[src/pcms_pkg.sv]
`timescale 1ns / 1ps
`default_nettype none
package pcms_pkg;

    localparam int HISTORY_DEPTH = 5;
    localparam int POS_W         = (HISTORY_DEPTH > 1) ? $clog2(HISTORY_DEPTH) : 1;
    localparam int DUTY_MAX      = 100;
    localparam int TOTAL_W       = $clog2(DUTY_MAX * HISTORY_DEPTH + 1);
    localparam int DIV_L         = $clog2(HISTORY_DEPTH);
    // Reciprocal for an exact truncating divide by HISTORY_DEPTH over TOTAL_W bits.
    localparam int DIV_M         = (1 << (TOTAL_W + DIV_L)) / HISTORY_DEPTH + 1;
    localparam int PERIOD_BASE   = 2;

    localparam int FREQ_W  = 20;
    localparam int DUTY_W  = 8;
    localparam int AVG_W   = 7;
    localparam int ACT_W   = 8;
    localparam int CAP_W   = 16;
    localparam int BLINK_W = 6;
    localparam int CFG_IDX_W = 2;

    localparam logic [FREQ_W-1:0] FREQ_MIN_RST = FREQ_W'(500);
    localparam logic [FREQ_W-1:0] FREQ_MAX_RST = FREQ_W'(20000);
    localparam logic [ACT_W-1:0]  ACT_RELOAD_RST = ACT_W'(15);

    typedef enum logic [CFG_IDX_W-1:0] {
        REG_FREQ_MIN   = 2'd0,
        REG_FREQ_MAX   = 2'd1,
        REG_ACT_RELOAD = 2'd2
    } cfg_reg_t;

    typedef struct packed {
        logic [FREQ_W-1:0] meas_freq;
        logic [DUTY_W-1:0] meas_duty;
        logic              dir_level;
        logic              ctl_level;
        logic [CAP_W-1:0]  capture_val;
    } in_item_t;

    typedef struct packed {
        logic signed [7:0] speed_cmd;
        logic [AVG_W-1:0]  mean_duty;
        logic              led_level;
        logic [ACT_W-1:0]  activity_left;
    } out_item_t;

    typedef struct packed {
        logic [FREQ_W-1:0] freq_min;
        logic [FREQ_W-1:0] freq_max;
        logic [ACT_W-1:0]  activity_reload;
    } cfg_t;

    typedef struct packed {
        logic [AVG_W-1:0] duty;
        logic [POS_W-1:0] pos;
        logic             dir;
        logic [ACT_W-1:0] act;
    } s1_t;

    typedef struct packed {
        logic [TOTAL_W-1:0] total;
        logic               dir;
        logic [ACT_W-1:0]   act;
    } s2_t;

endpackage
`default_nettype wire

[src/pcms_front.sv]
`timescale 1ns / 1ps
`default_nettype none
module pcms_front (
    input  wire logic               aclk,
    input  wire logic               aresetn,
    input  wire logic               accept,
    input  wire pcms_pkg::in_item_t in_item,
    input  wire pcms_pkg::cfg_t     cfg,
    output pcms_pkg::s1_t           s1_item
);
    import pcms_pkg::*;

    logic [ACT_W-1:0] act_reg, act_next;
    logic             prev_ctl_reg;
    logic [CAP_W-1:0] prev_cap_reg;
    logic [POS_W-1:0] pos_reg, pos_next;
    logic [AVG_W-1:0] duty_sat;
    logic             in_window;

    always_comb begin
        duty_sat = (in_item.meas_duty > DUTY_W'(DUTY_MAX)) ? AVG_W'(DUTY_MAX)
                                                           : in_item.meas_duty[AVG_W-1:0];
        in_window = (in_item.meas_freq >= cfg.freq_min) &&
                    (in_item.meas_freq <= cfg.freq_max);

        if ((in_item.ctl_level != prev_ctl_reg) || (in_item.capture_val != prev_cap_reg)) begin
            act_next = cfg.activity_reload;
        end else if (act_reg != '0) begin
            act_next = act_reg - ACT_W'(1);
        end else begin
            act_next = '0;
        end

        if (pos_reg == POS_W'(HISTORY_DEPTH - 1)) begin
            pos_next = '0;
        end else begin
            pos_next = pos_reg + POS_W'(1);
        end

        // The qualification uses the countdown left by the previous item.
        s1_item.duty = (in_window && (act_reg != '0)) ? duty_sat : '0;
        s1_item.pos  = pos_reg;
        s1_item.dir  = in_item.dir_level;
        s1_item.act  = act_next;
    end

    always_ff @(posedge aclk) begin
        if (!aresetn) begin
            act_reg      <= '0;
            prev_ctl_reg <= 1'b0;
            prev_cap_reg <= '0;
            pos_reg      <= '0;
        end else if (accept) begin
            act_reg      <= act_next;
            prev_ctl_reg <= in_item.ctl_level;
            prev_cap_reg <= in_item.capture_val;
            pos_reg      <= pos_next;
        end
    end

endmodule
`default_nettype wire

[src/pcms_hist.sv]
`timescale 1ns / 1ps
`default_nettype none
module pcms_hist (
    input  wire logic          aclk,
    input  wire logic          aresetn,
    input  wire logic          accept,
    input  wire pcms_pkg::s1_t s1_in,
    input  wire logic          out_en,
    output logic               in_ready,
    output logic               s2_valid,
    output pcms_pkg::s2_t      s2_item
);
    import pcms_pkg::*;

    logic [AVG_W-1:0]         hist_mem [HISTORY_DEPTH];
    logic [HISTORY_DEPTH-1:0] vld_reg;
    logic [AVG_W-1:0]         rd_reg;
    logic                     rvld_reg;
    logic                     fwd_reg;
    logic [AVG_W-1:0]         fwd_data_reg;
    s1_t                      s1_reg;
    logic                     s1_valid_reg, s1_valid_next;
    s2_t                      s2_reg;
    logic                     s2_valid_reg, s2_valid_next;
    logic [TOTAL_W-1:0]       total_reg, total_next;
    logic [AVG_W-1:0]         old_duty;
    logic                     s2_en, s1_go;

    always_comb begin
        s2_en    = !s2_valid_reg || out_en;
        s1_go    = s1_valid_reg && s2_en;
        in_ready = !s1_valid_reg || s2_en;

        // Entries never written since reset read as zero.
        if (fwd_reg) begin
            old_duty = fwd_data_reg;
        end else if (rvld_reg) begin
            old_duty = rd_reg;
        end else begin
            old_duty = '0;
        end
        total_next = total_reg - TOTAL_W'(old_duty) + TOTAL_W'(s1_reg.duty);

        s1_valid_next = accept ? 1'b1 : (s1_go ? 1'b0 : s1_valid_reg);
        s2_valid_next = s1_go ? 1'b1 : ((s2_valid_reg && out_en) ? 1'b0 : s2_valid_reg);
    end

    always_ff @(posedge aclk) begin
        if (s1_go) begin
            hist_mem[s1_reg.pos] <= s1_reg.duty;
        end
        if (accept) begin
            rd_reg       <= hist_mem[s1_in.pos];
            rvld_reg     <= vld_reg[s1_in.pos];
            // The entry being written this cycle is read stale; keep its new value.
            fwd_reg      <= s1_go && (s1_reg.pos == s1_in.pos);
            fwd_data_reg <= s1_reg.duty;
            s1_reg       <= s1_in;
        end
        if (s1_go) begin
            s2_reg.total <= total_next;
            s2_reg.dir   <= s1_reg.dir;
            s2_reg.act   <= s1_reg.act;
        end
    end

    always_ff @(posedge aclk) begin
        if (!aresetn) begin
            vld_reg      <= '0;
            total_reg    <= '0;
            s1_valid_reg <= 1'b0;
            s2_valid_reg <= 1'b0;
        end else begin
            if (s1_go) begin
                vld_reg[s1_reg.pos] <= 1'b1;
                total_reg           <= total_next;
            end
            s1_valid_reg <= s1_valid_next;
            s2_valid_reg <= s2_valid_next;
        end
    end

    assign s2_valid = s2_valid_reg;
    assign s2_item  = s2_reg;

endmodule
`default_nettype wire

[src/pcms_out.sv]
`timescale 1ns / 1ps
`default_nettype none
module pcms_out (
    input  wire logic          aclk,
    input  wire logic          aresetn,
    input  wire logic          s2_valid,
    input  wire pcms_pkg::s2_t s2_item,
    output logic               out_en,
    output logic               m_valid,
    input  wire logic          m_ready,
    output pcms_pkg::out_item_t m_data
);
    import pcms_pkg::*;

    localparam logic [TOTAL_W:0] RECIP = (TOTAL_W + 1)'(DIV_M);

    logic [2*TOTAL_W:0]   prod;
    logic [TOTAL_W-1:0]   quo;
    logic [AVG_W-1:0]     avg;
    logic [BLINK_W-1:0]   period;
    logic [BLINK_W-1:0]   half;
    logic [BLINK_W:0]     blink_inc;
    logic                 led;
    logic signed [7:0]    speed;
    logic [BLINK_W-1:0]   blink_reg, blink_next;
    logic                 m_valid_reg, m_valid_next;
    out_item_t            m_data_reg;
    logic                 load;

    always_comb begin
        out_en = !m_valid_reg || m_ready;
        load   = s2_valid && out_en;

        prod = (2*TOTAL_W+1)'(s2_item.total) * (2*TOTAL_W+1)'(RECIP);
        quo  = TOTAL_W'(prod >> (TOTAL_W + DIV_L));
        avg  = (quo > TOTAL_W'(DUTY_MAX)) ? AVG_W'(DUTY_MAX) : quo[AVG_W-1:0];

        speed = s2_item.dir ? $signed({1'b0, avg}) : -$signed({1'b0, avg});

        // Blink period shortens as the speed magnitude grows.
        period    = BLINK_W'((AVG_W'(DUTY_MAX) - avg) >> 1) + BLINK_W'(PERIOD_BASE);
        half      = period >> 1;
        led       = (blink_reg < half) ? 1'b0 : 1'b1;
        blink_inc = {1'b0, blink_reg} + (BLINK_W+1)'(1);
        blink_next = (blink_inc > {1'b0, period}) ? '0 : blink_inc[BLINK_W-1:0];

        m_valid_next = load ? 1'b1 : (m_ready ? 1'b0 : m_valid_reg);
    end

    always_ff @(posedge aclk) begin
        if (load) begin
            m_data_reg.speed_cmd     <= speed;
            m_data_reg.mean_duty     <= avg;
            m_data_reg.led_level     <= led;
            m_data_reg.activity_left <= s2_item.act;
        end
    end

    always_ff @(posedge aclk) begin
        if (!aresetn) begin
            blink_reg   <= '0;
            m_valid_reg <= 1'b0;
        end else begin
            if (load) begin
                blink_reg <= blink_next;
            end
            m_valid_reg <= m_valid_next;
        end
    end

    assign m_valid = m_valid_reg;
    assign m_data  = m_data_reg;

endmodule
`default_nettype wire

[src/pwm_command_to_motor_speed_top.sv]
// Path: an accepted item is held in s1_reg, then s2_reg, then m_data_reg, which drives m_data.
// Throughput: one item per cycle while m_ready stays high; the duty history memory is read
// at acceptance and written back as the item leaves s1_reg, with forwarding on the same entry.
// Reset: aresetn is synchronous and active low; it restores the register defaults, clears
// the running sum, counters and the per-entry valid bits, so history entries read as zero.
`timescale 1ns / 1ps
`default_nettype none
module pwm_command_to_motor_speed_top (
    input  wire logic                aclk,
    input  wire logic                aresetn,
    input  wire logic                s_valid,
    output logic                     s_ready,
    input  wire pcms_pkg::in_item_t  s_data,
    output logic                     m_valid,
    input  wire logic                m_ready,
    output pcms_pkg::out_item_t      m_data,
    input  wire logic                cfg_valid,
    output logic                     cfg_ready,
    input  wire logic [1:0]          cfg_index,
    input  wire logic [19:0]         cfg_data
);
    import pcms_pkg::*;

    cfg_t  cfg_reg;
    s1_t   s1_item;
    s2_t   s2_item;
    logic  s2_valid;
    logic  out_en;
    logic  in_ready;
    logic  accept;

    assign cfg_ready = 1'b1;
    assign s_ready   = in_ready;
    assign accept    = s_valid && in_ready;

    always_ff @(posedge aclk) begin
        if (!aresetn) begin
            cfg_reg.freq_min        <= FREQ_MIN_RST;
            cfg_reg.freq_max        <= FREQ_MAX_RST;
            cfg_reg.activity_reload <= ACT_RELOAD_RST;
        end else if (cfg_valid) begin
            case (cfg_index)
                REG_FREQ_MIN:   cfg_reg.freq_min        <= cfg_data;
                REG_FREQ_MAX:   cfg_reg.freq_max        <= cfg_data;
                REG_ACT_RELOAD: cfg_reg.activity_reload <= cfg_data[ACT_W-1:0];
                default: begin
                end
            endcase
        end
    end

    pcms_front u_front (
        .aclk    (aclk),
        .aresetn (aresetn),
        .accept  (accept),
        .in_item (s_data),
        .cfg     (cfg_reg),
        .s1_item (s1_item)
    );

    pcms_hist u_hist (
        .aclk     (aclk),
        .aresetn  (aresetn),
        .accept   (accept),
        .s1_in    (s1_item),
        .out_en   (out_en),
        .in_ready (in_ready),
        .s2_valid (s2_valid),
        .s2_item  (s2_item)
    );

    pcms_out u_out (
        .aclk     (aclk),
        .aresetn  (aresetn),
        .s2_valid (s2_valid),
        .s2_item  (s2_item),
        .out_en   (out_en),
        .m_valid  (m_valid),
        .m_ready  (m_ready),
        .m_data   (m_data)
    );

endmodule
`default_nettype wire

[config.mk]
export PLATFORM = sky130hd
export DESIGN_NAME = pwm_command_to_motor_speed_top
export DESIGN_NICKNAME = d
export VERILOG_FILES = /design/src/pcms_pkg.sv /design/src/pcms_front.sv /design/src/pcms_hist.sv /design/src/pcms_out.sv /design/src/pwm_command_to_motor_speed_top.sv
export SDC_FILE = /design/constraint.sdc
export NUM_CORES = 1
export LEC_CHECK = 0
export BUFFER_PORTS_ARGS = -buffer_cell sky130_fd_sc_hd__buf_4
export CORE_AREA = 2 2 193 195
export CTS_CLUSTER_DIAMETER = 50
export DETAILED_ROUTE_END_ITERATION = 7
export DIE_AREA = 0 0 195 197
export PLACE_DENSITY_LB_ADDON = 0.1
export SLEW_MARGIN = 0
export SYNTH_ARGS = -nofsm -noshare
export SYNTH_HDL_FRONTEND = slang
export SYNTH_SLANG_ARGS = --single-unit
[constraint.sdc]
create_clock -name aclk -period 13.3 [get_ports aclk]
set_input_delay 0.665 -clock aclk [delete_from_list [all_inputs] [get_ports aclk]]
set_output_delay 0.665 -clock aclk [all_outputs]
set_load 0.02 [all_outputs]
==> results of run 1 <==
## cell usage in the layout (no fill, tap or decap), types with 4 or more instances in the layout
cell type / n
sky130_fd_sc_hd__nand4_1: 9
sky130_fd_sc_hd__xor2_1: 32
sky130_fd_sc_hd__and3_1: 5
sky130_fd_sc_hd__mux2_2: 18
sky130_fd_sc_hd__xnor2_1: 21
sky130_fd_sc_hd__clkbuf_8: 4
sky130_fd_sc_hd__edfxtp_1: 111
sky130_fd_sc_hd__a22o_1: 6
sky130_fd_sc_hd__nand3b_1: 5
sky130_fd_sc_hd__clkbuf_16: 33
sky130_fd_sc_hd__buf_4: 106
sky130_fd_sc_hd__clkbuf_1: 6
sky130_fd_sc_hd__nand2b_1: 8
sky130_fd_sc_hd__nand3_1: 15
sky130_fd_sc_hd__inv_1: 132
sky130_fd_sc_hd__clkinvlp_4: 4
sky130_fd_sc_hd__mux4_2: 8
sky130_fd_sc_hd__fa_1: 20
sky130_fd_sc_hd__nor4_1: 5
sky130_fd_sc_hd__mux2i_1: 10
sky130_fd_sc_hd__nor3_1: 11
sky130_fd_sc_hd__o21bai_1: 6
sky130_fd_sc_hd__and4b_1: 4
sky130_fd_sc_hd__inv_6: 5
sky130_fd_sc_hd__nor2_1: 74
sky130_fd_sc_hd__a21o_1: 19
sky130_fd_sc_hd__dfxtp_1: 99
sky130_fd_sc_hd__o211ai_1: 12
sky130_fd_sc_hd__a21oi_1: 92
sky130_fd_sc_hd__a211oi_1: 7
sky130_fd_sc_hd__o21a_1: 7
sky130_fd_sc_hd__nand2_1: 156
sky130_fd_sc_hd__nor2b_1: 4
sky130_fd_sc_hd__ha_1: 110
sky130_fd_sc_hd__o21ai_0: 14
## worst paths after layout
kind	start	endpoint	slack [ns]	depth (start not counted)
setup / recovery	u_hist.s2_item[16]	u_out.blink_reg[2]	5.62	31
hold / removal	s_data[17]	u_hist.s1_reg[8]	0.29	1
setup reg to reg	u_hist.s2_item[16]	u_out.blink_reg[2]	5.62	31
hold reg to reg	u_hist.s2_item[2]	u_out.m_data[2]	0.42	0
## logic make-up (layout without fill, tap and decap cells)
| kind of cell | count (synthesis) | after routing | synth area share [%] |
|---|---|---|---|
| DFF | 210 | 210 | 46.3 |
| and+or+nand+nor | 314 | 314 | 12.3 |
| adders and majority gates | 132 | 132 | 15.6 |
| xor gates and xnor gates | 56 | 56 | 4.56 |
| other | 1 | 1 | 0.0326 |
| muxes | 36 | 36 | 4.20 |
| AOI/OAI and AO/OA | 196 | 196 | 11.2 |
| buffers and inverters | 171 | 298 | 5.80 |
## final cells by class
class	count	area, µm²
fillers	3681	22500
multi-input cells	735	5520
flip-flops and latches	210	5320
clock buffers	43	903
repair buffers	106	796
well taps	468	586
inverters	134	503
clock inverters	15	124
## through the flow
| stage | cell area (µm²) | cells | setup slack [ns] |
|---|---|---|---|
| after floorplan | 11500 | 1116 | 6.23 |
| after global placement | 12700 | 1653 | 5.72 |
| after detailed placement | 12700 | 1653 | 5.60 |
| after CTS | 13700 | 1711 | 5.58 |
| after global routing | 13700 | 1711 | 5.09 |
| final | 13700 | 1711 | 5.62 |
## worst reg2reg max path, delay by kind of cell (launching register included)
kind	cells	cell delay, ns
AO/OA/AOI/OAI	10	2.28
XOR/XNOR	1	0.20
adder cells (fa/ha/maj)	9	3.22
buffers and inverters	3	0.16
flip-flops	1	0.47
multiplexers	1	0.14
AND/OR/NAND/NOR	7	1.08
## metal layers
layer / vias up / wire (µm) / GRT usage, %
met1: 3647 / 11800 / 16.9
met4: 0 / 468 / 3.14
li1: 4063 / - / -
met2: 101 / 11600 / 22.3
met5: - / 0 / 0
met3: 31 / 800 / 2.28
==> impl_summary.txt, run 1 <==
----------------------------------------------------
[Outcome]
  Run status ... complete, no violations

[Worst setup path]
  Delay of the slowest cell on the worst path ... 0.54 ns
  Worst setup path category ... reg2reg
  Number of buffers and inverters on the critical path ... 3
  Slowest cell on crit path ... sky130_fd_sc_hd__fa_1
  Largest delay share family, worst path ... adder cells
  Endpoint arrival time on the critical path ... 8.10 ns
  Kind of start point of the critical path ... flip-flop
  Maximum fanout along the worst path ... 7
  Top cell by count, worst path ... sky130_fd_sc_hd__ha_1
  Required time of the worst setup path ... 13.72 ns
  Critical Path End Type ... flip-flop

[Timing]
  Worst slew slack as a fraction of its limit ... 22.2%
  Final count of hold timing violations ... 0
  Final-layout worst hold slack ... 0.293 ns
  Final period demand of the worst path ... 7.68 ns
  Setup TNS Final ... 0 ns
  Final max-slew violation count ... 0
  Measured slew at the worst slew-check pin ... 1.17 ns
  Upper clock frequency limit ... 130 MHz
  Final setup vio count ... 0
  Crit share post-route ... 57.8%
  Clock skew ... 0.0221 ns
  Setup repair after global routing missed its margin ... false

[Clocking]
  Clock root buffer ... sky130_fd_sc_hd__clkbuf_16
  Number of clock buffers inserted by TritonCTS ... 31
  Count of H-tree levels built during CTS ... 1
  Number of hold-repair buffers added at the cts stage ... 0
  Clock sink count ... between 200 and 250
  Clock tree from TritonCTS ... done
  Clock input transition at the sequential cells of the worst setup and hold paths ... 0.06 ns
  Clock buffer depth ... 3
  Number of buffers added for setup after CTS ... 0
  Insertion delay to the later sink of the worst-skew pair ... 0.56 ns
  Cts repair resizes ... 0

[Route]
  Iteration-0 DRC Markers ... 324
  Vias per std cell ... 4.58
  Routed length per placed instance ... ~14 µm
  Via Count ... 7842
  DRC errors left ... 0
  Count of TritonRoute iterations in the first routing pass ... 6
  Number of nets with antenna violations after routing ... 0
  Wirelength, routed ... about 25000 µm

[GRT]
  Initial antenna violation count ... 0
  Pin count of the biggest net entering global routing ... 78
  Aggregate global routing overflow ... 0
  Wire length of the first global-routing pass ... 40700 µm
  Number of global-route vias before repair ... 7915
  Total routing usage reported by global routing ... 13.0%

[Synthesis]
  Commonest cells post-synth ... sky130_fd_sc_hd__nand2_1, sky130_fd_sc_hd__inv_1, sky130_fd_sc_hd__edfxtp_1
  Synth async-reset ratio ... 0%
  Main synth FF type ... sky130_fd_sc_hd__edfxtp_1
  Mean Syn Cell Area ... slightly above 10 µm²
  Sequential share of the synthesized area ... 46.3%
  Total number of yosys warnings ... 0
  Post-Syn Area ... approximately 11000 µm²
  Portion of synthesized cell area occupied by the leading cell type ... 29.0%
  Count leader, synth ... sky130_fd_sc_hd__nand2_1
  Post-synth EDFFs ... 111
  Top area cells in the synthesized netlist ... sky130_fd_sc_hd__edfxtp_1, sky130_fd_sc_hd__dfxtp_1, sky130_fd_sc_hd__ha_1, sky130_fd_sc_hd__nand2_1, sky130_fd_sc_hd__inv_1
  Number of library cell types mapped by synthesis ... 75
  Register bit total from synthesis ... 210
  Synthesized instance count ... 1116
  Synthesized netlist net count ... 1319
  Biggest area consumer among synthesized cells ... sky130_fd_sc_hd__edfxtp_1

[Floorplanning]
  Initial Util ... roughly a third
  Number of top-level design ports ... 100
  Vertical die dimension ... slightly below 200 µm
  Die Outline Area ... 38400 µm²
  Site row count ... 70
  Core region area ... 36300 µm²
  Die width ... 195 µm

[Layout]
  Final #Nets ... 1421
  Core Util, Final ... between 30 and 40%
  Fraction of final layout cells with drive strength greater than 1 ... 16.5%
  Flip-flop count of the largest register, all copies and words added ... 48
  Area added between synthesis and finish ... 19.6%
  Number of antenna cells inserted ... 0

[Job]
  Reported max-cap violation count ... 0

[Placed design]
  Detailed Place HPWL ... 18100 µm
  Total of buffers placed on input and output ports ... 98
  Placer Congestion ... 0.786

[Min path]
  Hold WC Path Type ... in2reg

----------------------------------------------------
Power of run 1 is left out: the tool's default activity adds up to more than one toggle a clock period on the data nets, which glitch-free logic cannot reach.
==> inputs of run 2 (changes only) <==
Clock period 13.3 ns to 7.7 ns, I/O delays scaled along.
==> impl_summary.txt, run 2 (synthesized netlist as in run 1, its figures left out) <==
----------------------------------------------------
[Placed design]
  Worst setup slack after placement ... 0.111 ns (-5.49 ns)
  Placer Congestion ... 0.798 (+1.5%)
  Total of buffers placed on input and output ports ... 98 (unchanged)
  Detailed Place HPWL ... 18300 µm (+1.1%)

[Worst setup path]
  Required time of the worst setup path ... 8.14 ns (-5.58 ns)
  Endpoint arrival time on the critical path ... 7.65 ns (-0.45 ns)
  Maximum fanout along the worst path ... 7 (unchanged)
  Top cell by count, worst path ... sky130_fd_sc_hd__fa_1
  Critical Path End Type ... flip-flop
  Slowest cell on crit path ... sky130_fd_sc_hd__fa_1
  Worst setup path category ... reg2reg
  Delay of the slowest cell on the worst path ... 0.54 ns (about the same)
  Kind of start point of the critical path ... flip-flop

[Layout]
  Number of antenna cells inserted ... 0 (unchanged)
  Fraction of final layout cells with drive strength greater than 1 ... 17.4% (+0.90 points)
  Fillers ... 3735 (+1.5%)
  Total area of multi-input combinational cells ... 5590 µm² (+1.2%)
  Leading cell type in the layout, fill and taps excluded ... sky130_fd_sc_hd__nand2_1
  Flip-flop count of the largest register, all copies and words added ... 48 (unchanged)
  FF/Latch Area ... 5320 µm² (unchanged)
  Leading cell types in the layout, fill and taps excluded ... sky130_fd_sc_hd__nand2_1, sky130_fd_sc_hd__inv_1, sky130_fd_sc_hd__buf_4
  Final #Nets ... 1428 (+0.49%)
  Area added between synthesis and finish ... 19.9%

[Floorplanning]
  Die Outline Area ... 38400 µm² (unchanged)
  Site row count ... 70 (unchanged)
  Vertical die dimension ... 197 µm (unchanged)
  Number of top-level design ports ... 100 (unchanged)
  Core region area ... 36300 µm² (unchanged)
  Initial Util ... 31.7% (unchanged)
  Die width ... 195 µm (unchanged)

[Clocking]
  Clock root buffer ... sky130_fd_sc_hd__clkbuf_16
  Clock tree from TritonCTS ... done
  Count of H-tree levels built during CTS ... 1 (unchanged)
  Clock sink count ... 210 (unchanged)
  Clock buffer depth ... 3 (unchanged)
  Number of clock buffers inserted by TritonCTS ... 29 (-6.5%)
  Insertion delay to the later sink of the worst-skew pair ... 0.56 ns (about the same)
  Clock input transition at the sequential cells of the worst setup and hold paths ... 0.06 ns (about the same)

[Route]
  Wirelength, routed ... 25000 µm (+1.3%)
  DRC errors left ... 0 (unchanged)
  Count of TritonRoute iterations in the first routing pass ... 4 (-2)
  Routed length per placed instance ... 14.6 µm (+1.0%)
  Vias per std cell ... 4.58 (-0.10%)
  Iteration-0 DRC Markers ... 306 (-5.6%)
  Via Count ... 7857 (+0.19%)
  Number of nets with antenna violations after routing ... 0 (unchanged)

[Timing]
  Final setup vio count ... 0 (unchanged)
  Crit share post-route ... 93.6% (+36 points)
  Setup WS post-layout ... 0.491 ns (-5.12 ns)
  Final max-slew violation count ... 0 (unchanged)
  Final period demand of the worst path ... 7.21 ns (-0.475 ns)
  Final count of hold timing violations ... 0 (unchanged)
  Upper clock frequency limit ... 139 MHz (+6.6%)
  Worst slew slack as a fraction of its limit ... 22.1% (-0.13 points)
  Measured slew at the worst slew-check pin ... 1.17 ns (+0.00190 ns)
  Clock skew ... 0.0212 ns (-0.000898 ns)

[GRT]
  Initial antenna violation count ... 0 (unchanged)
  Pin count of the biggest net entering global routing ... 78 (unchanged)
  Aggregate global routing overflow ... 0 (unchanged)
  Wire length of the first global-routing pass ... 40900 µm (+0.41%)
  Number of global-route vias before repair ... 8018 (+1.3%)
  Total routing usage reported by global routing ... 13.2% (+0.20 points)

[Min path]
  Hold WC Path Type ... in2reg

[Job]
  Reported max-cap violation count ... 0 (unchanged)

[Outcome]
  Run status ... complete, no violations

----------------------------------------------------
[run 2: worst paths after layout]
kind / startpoint / end / slack [ns] / cells after the start
min: cfg_data[2] / cfg_reg[2] / 0.06 / 3
max reg2reg: u_hist.s2_item[16] / u_out.blink_reg[2] / 0.49 / 30
max: u_hist.s2_item[16] / u_out.blink_reg[2] / 0.49 / 30
min reg2reg: u_hist.s2_item[3] / u_out.m_data[3] / 0.41 / 0
[run 2: final cells by class]
type	count	share of cell area (%)
Sequential cell	210	38.6
Inverter	134	3.65
Clock inverter	21	1.29
Tap cell	468	4.25
Clock buffer	33	5.45
Multi-Input combinational cell	735	40.5
Timing Repair Buffer	115	6.28
[run 2: worst max-delay path: cells and delay by family (launching register included)]
family,cells,cell delay (ns)
XOR/XNOR,1,0.16
AO/OA/AOI/OAI,10,2.20
multiplexers,1,0.14
flip-flops,1,0.49
buffers and inverters,2,0.09
AND/OR/NAND/NOR,7,1.03
adder cells (fa/ha/maj),9,2.97
[run 2: through the flow]
step | utilization [%] | hold WS [ns] | cells | cell area [µm²] | setup TNS, ns
floorplan | - | 0.400 | 1116 | 11500 | 0
global placement | 35.1 | 0.404 | 1656 | 12700 | 0
detailed placement | 35.1 | 0.405 | 1656 | 12700 | 0
CTS | 37.7 | 0.0230 | 1711 | 13700 | 0
global route | 38.0 | 0.0432 | 1716 | 13800 | -0.0465
finish | 38.0 | 0.0563 | 1716 | 13800 | 0
[run 2: what timing repair did]
action,CTS,global route
hold buffers,1,0
hold endpoints to repair,1,0
gates resized for setup,0,10
buffers inserted,0,5
setup endpoints to repair,0,6
[run 2: metal layers]
metal | up-vias | routed length, µm | GRT usage, % | share of wire [%]
met5 | - | 0 | 0 | 0
met4 | 0 | 491 | 3.85 | 2.0
met3 | 36 | 1030 | 2.46 | 4.1
met2 | 104 | 11700 | 22.5 | 47
met1 | 3643 | 11800 | 17.0 | 47
li1 | 4074 | - | - | -
Power of run 2 is left out for the same reason.
==> inputs of run 3 (changes only) <==
Settings changed: CELL_PAD_IN_SITES_DETAIL_PLACEMENT from default to 0, CELL_PAD_IN_SITES_GLOBAL_PLACEMENT from default to 1, PLACE_DENSITY from default to 0.64, PLACE_DENSITY_LB_ADDON 0.1 to default.
==> impl_summary.txt, run 3 (synthesized netlist as in run 1, its figures left out) <==
----------------------------------------------------
[Floorplanning]
  Vertical die dimension ... 197 µm (unchanged)
  Die width ... 195 µm (unchanged)
  Site row count ... 70 (unchanged)
  Core region area ... 36300 µm² (unchanged)
  Number of top-level design ports ... 100 (unchanged)
  Initial Util ... 31.7% (unchanged)
  Die Outline Area ... 38400 µm² (unchanged)

[Worst setup path]
  Endpoint arrival time on the critical path ... 7.65 ns (about the same)
  Critical Path End Type ... flip-flop
  Worst setup path category ... reg2reg
  Required time of the worst setup path ... 8.13 ns (about the same)
  Kind of start point of the critical path ... flip-flop
  Slowest cell on crit path ... sky130_fd_sc_hd__fa_1
  Delay of the slowest cell on the worst path ... 0.54 ns (about the same)
  Maximum fanout along the worst path ... 7 (unchanged)

[Placed design]
  Placer Congestion ... 0.821 (+2.9%)
  Total of buffers placed on input and output ports ... 98 (unchanged)
  DP Cell Count ... 1655 (-0.060%)
  Detailed Place HPWL ... 17600 µm (-3.6%)

[Route]
  DRC errors left ... 0 (unchanged)
  Iteration-0 DRC Markers ... 378 (+24%)
  Number of nets with antenna violations after routing ... 0 (unchanged)
  Vias per std cell ... 4.61 (+0.66%)
  Via Count ... 7895 (+0.48%)
  Wirelength, routed ... 24100 µm (-3.5%)
  Count of TritonRoute iterations in the first routing pass ... 4 (unchanged)
  Routed length per placed instance ... 14.1 µm (-3.3%)

[Clocking]
  Clock tree from TritonCTS ... done
  Clock input transition at the sequential cells of the worst setup and hold paths ... 0.06 ns (about the same)
  Count of H-tree levels built during CTS ... 1 (unchanged)
  Clock sink count ... 210 (unchanged)
  Insertion delay to the later sink of the worst-skew pair ... 0.54 ns (-0.02 ns)
  Clock root buffer ... sky130_fd_sc_hd__clkbuf_16
  Clock buffer depth ... 3 (unchanged)
  Number of clock buffers inserted by TritonCTS ... 29 (unchanged)

[Timing]
  Final count of hold timing violations ... 0 (unchanged)
  Crit share post-route ... 93.8% (+0.21 points)
  Clock skew ... 0.0198 ns (-0.00145 ns)
  Worst slew slack as a fraction of its limit ... 20.2% (-1.9 points)
  Final setup vio count ... 0 (unchanged)
  Setup repair after global routing missed its margin ... false
  Upper clock frequency limit ... 138 MHz (-0.22%)
  Setup TNS Final ... 0 ns (unchanged)
  Final max-slew violation count ... 0 (unchanged)
  Final period demand of the worst path ... 7.22 ns (+0.0163 ns)
  Measured slew at the worst slew-check pin ... 1.20 ns (+0.0279 ns)

[Layout]
  Area added between synthesis and finish ... 21.2%
  Total area of multi-input combinational cells ... 5600 µm² (+0.20%)
  Leading cell type in the layout, fill and taps excluded ... sky130_fd_sc_hd__nand2_1
  FF/Latch Area ... 5320 µm² (unchanged)
  Leading cell types in the layout, fill and taps excluded ... sky130_fd_sc_hd__nand2_1, sky130_fd_sc_hd__inv_1, sky130_fd_sc_hd__buf_4, sky130_fd_sc_hd__edfxtp_1, sky130_fd_sc_hd__ha_1
  Non-filler cells in the finished layout ... 1713 (-0.17%)
  Fillers ... 3653 (-2.2%)
  Number of antenna cells inserted ... 0 (unchanged)
  Final #Nets ... 1425 (-0.21%)
  Flip-flop count of the largest register, all copies and words added ... 48 (unchanged)
  Fraction of final layout cells with drive strength greater than 1 ... 17.7% (+0.28 points)

[GRT]
  Aggregate global routing overflow ... 0 (unchanged)
  Initial antenna violation count ... 0 (unchanged)
  Wire length of the first global-routing pass ... 40100 µm (-1.9%)
  Pin count of the biggest net entering global routing ... 79 (+1.3%)
  Total routing usage reported by global routing ... 12.6% (-0.54 points)
  Number of global-route vias before repair ... 7919 (-1.2%)

[Outcome]
  Run status ... complete, no violations

[Min path]
  Hold WC Path Type ... in2reg

[Job]
  Reported max-cap violation count ... 0 (unchanged)

----------------------------------------------------
-- run 3: final cells by class --
| cell class | count | area share [%] |
|---|---|---|
| Clock buffer | 29 | 5.21 |
| Clock inverter | 25 | 2.57 |
| Inverter | 134 | 3.61 |
| Multi-Input combinational cell | 735 | 40.2 |
| Sequential cell | 210 | 38.2 |
| Tap cell | 468 | 4.20 |
| Timing Repair Buffer | 112 | 6.06 |
-- run 3: timing repair --
action / in CTS / in global routing
setup buffers: 0 / 3
hold buffers: 1 / 0
hold endpoints to repair: 1 / 0
resized for setup: 0 / 11
endpoints found under the setup margin: 0 / 6
-- run 3: path summary, 6_finish.rpt --
check / startpoint / end / slack [ns] / cells after the start
hold / removal: cfg_data[2] / cfg_reg[2] / 0.07 / 3
setup reg to reg: u_hist.s2_item[15] / u_out.blink_reg[3] / 0.48 / 31
hold reg to reg: u_hist.s2_item[3] / u_out.m_data[3] / 0.41 / 0
setup / recovery: u_hist.s2_item[15] / u_out.blink_reg[3] / 0.48 / 31
-- run 3: metrics by stage --
stage	utilization, %	hold WS [ns]	setup WS (ns)	cell area, µm²
global route	38.4	0.0531	0.0195	13900
detailed placement	35.1	0.405	0.0904	12700
floorplan	-	0.400	0.629	11500
global placement	35.1	0.402	0.281	12700
finish	38.4	0.0655	0.475	13900
CTS	38.1	0.0396	0.0835	13800
-- run 3: routing by layer --
| metal | GRT usage (%) | up-vias | wire length (µm) |
|---|---|---|---|
| met2 | 21.4 | 122 | 11300 |
| li1 | - | 4063 | - |
| met3 | 2.21 | 30 | 1150 |
| met4 | 3.00 | 0 | 416 |
| met1 | 16.8 | 3680 | 11300 |
| met5 | 0 | - | 0 |
-- run 3: worst max-delay path, delay by kind of cell, from the launching register on --
kind,cells,cell delay [ns]
simple gates,7,1.00
compound gates,10,2.20
buf+inv,3,0.15
flops,1,0.41
fa+ha+maj,9,3.03
mux,1,0.17
xor+xnor,1,0.16
Power of run 3 is left out for the same reason.
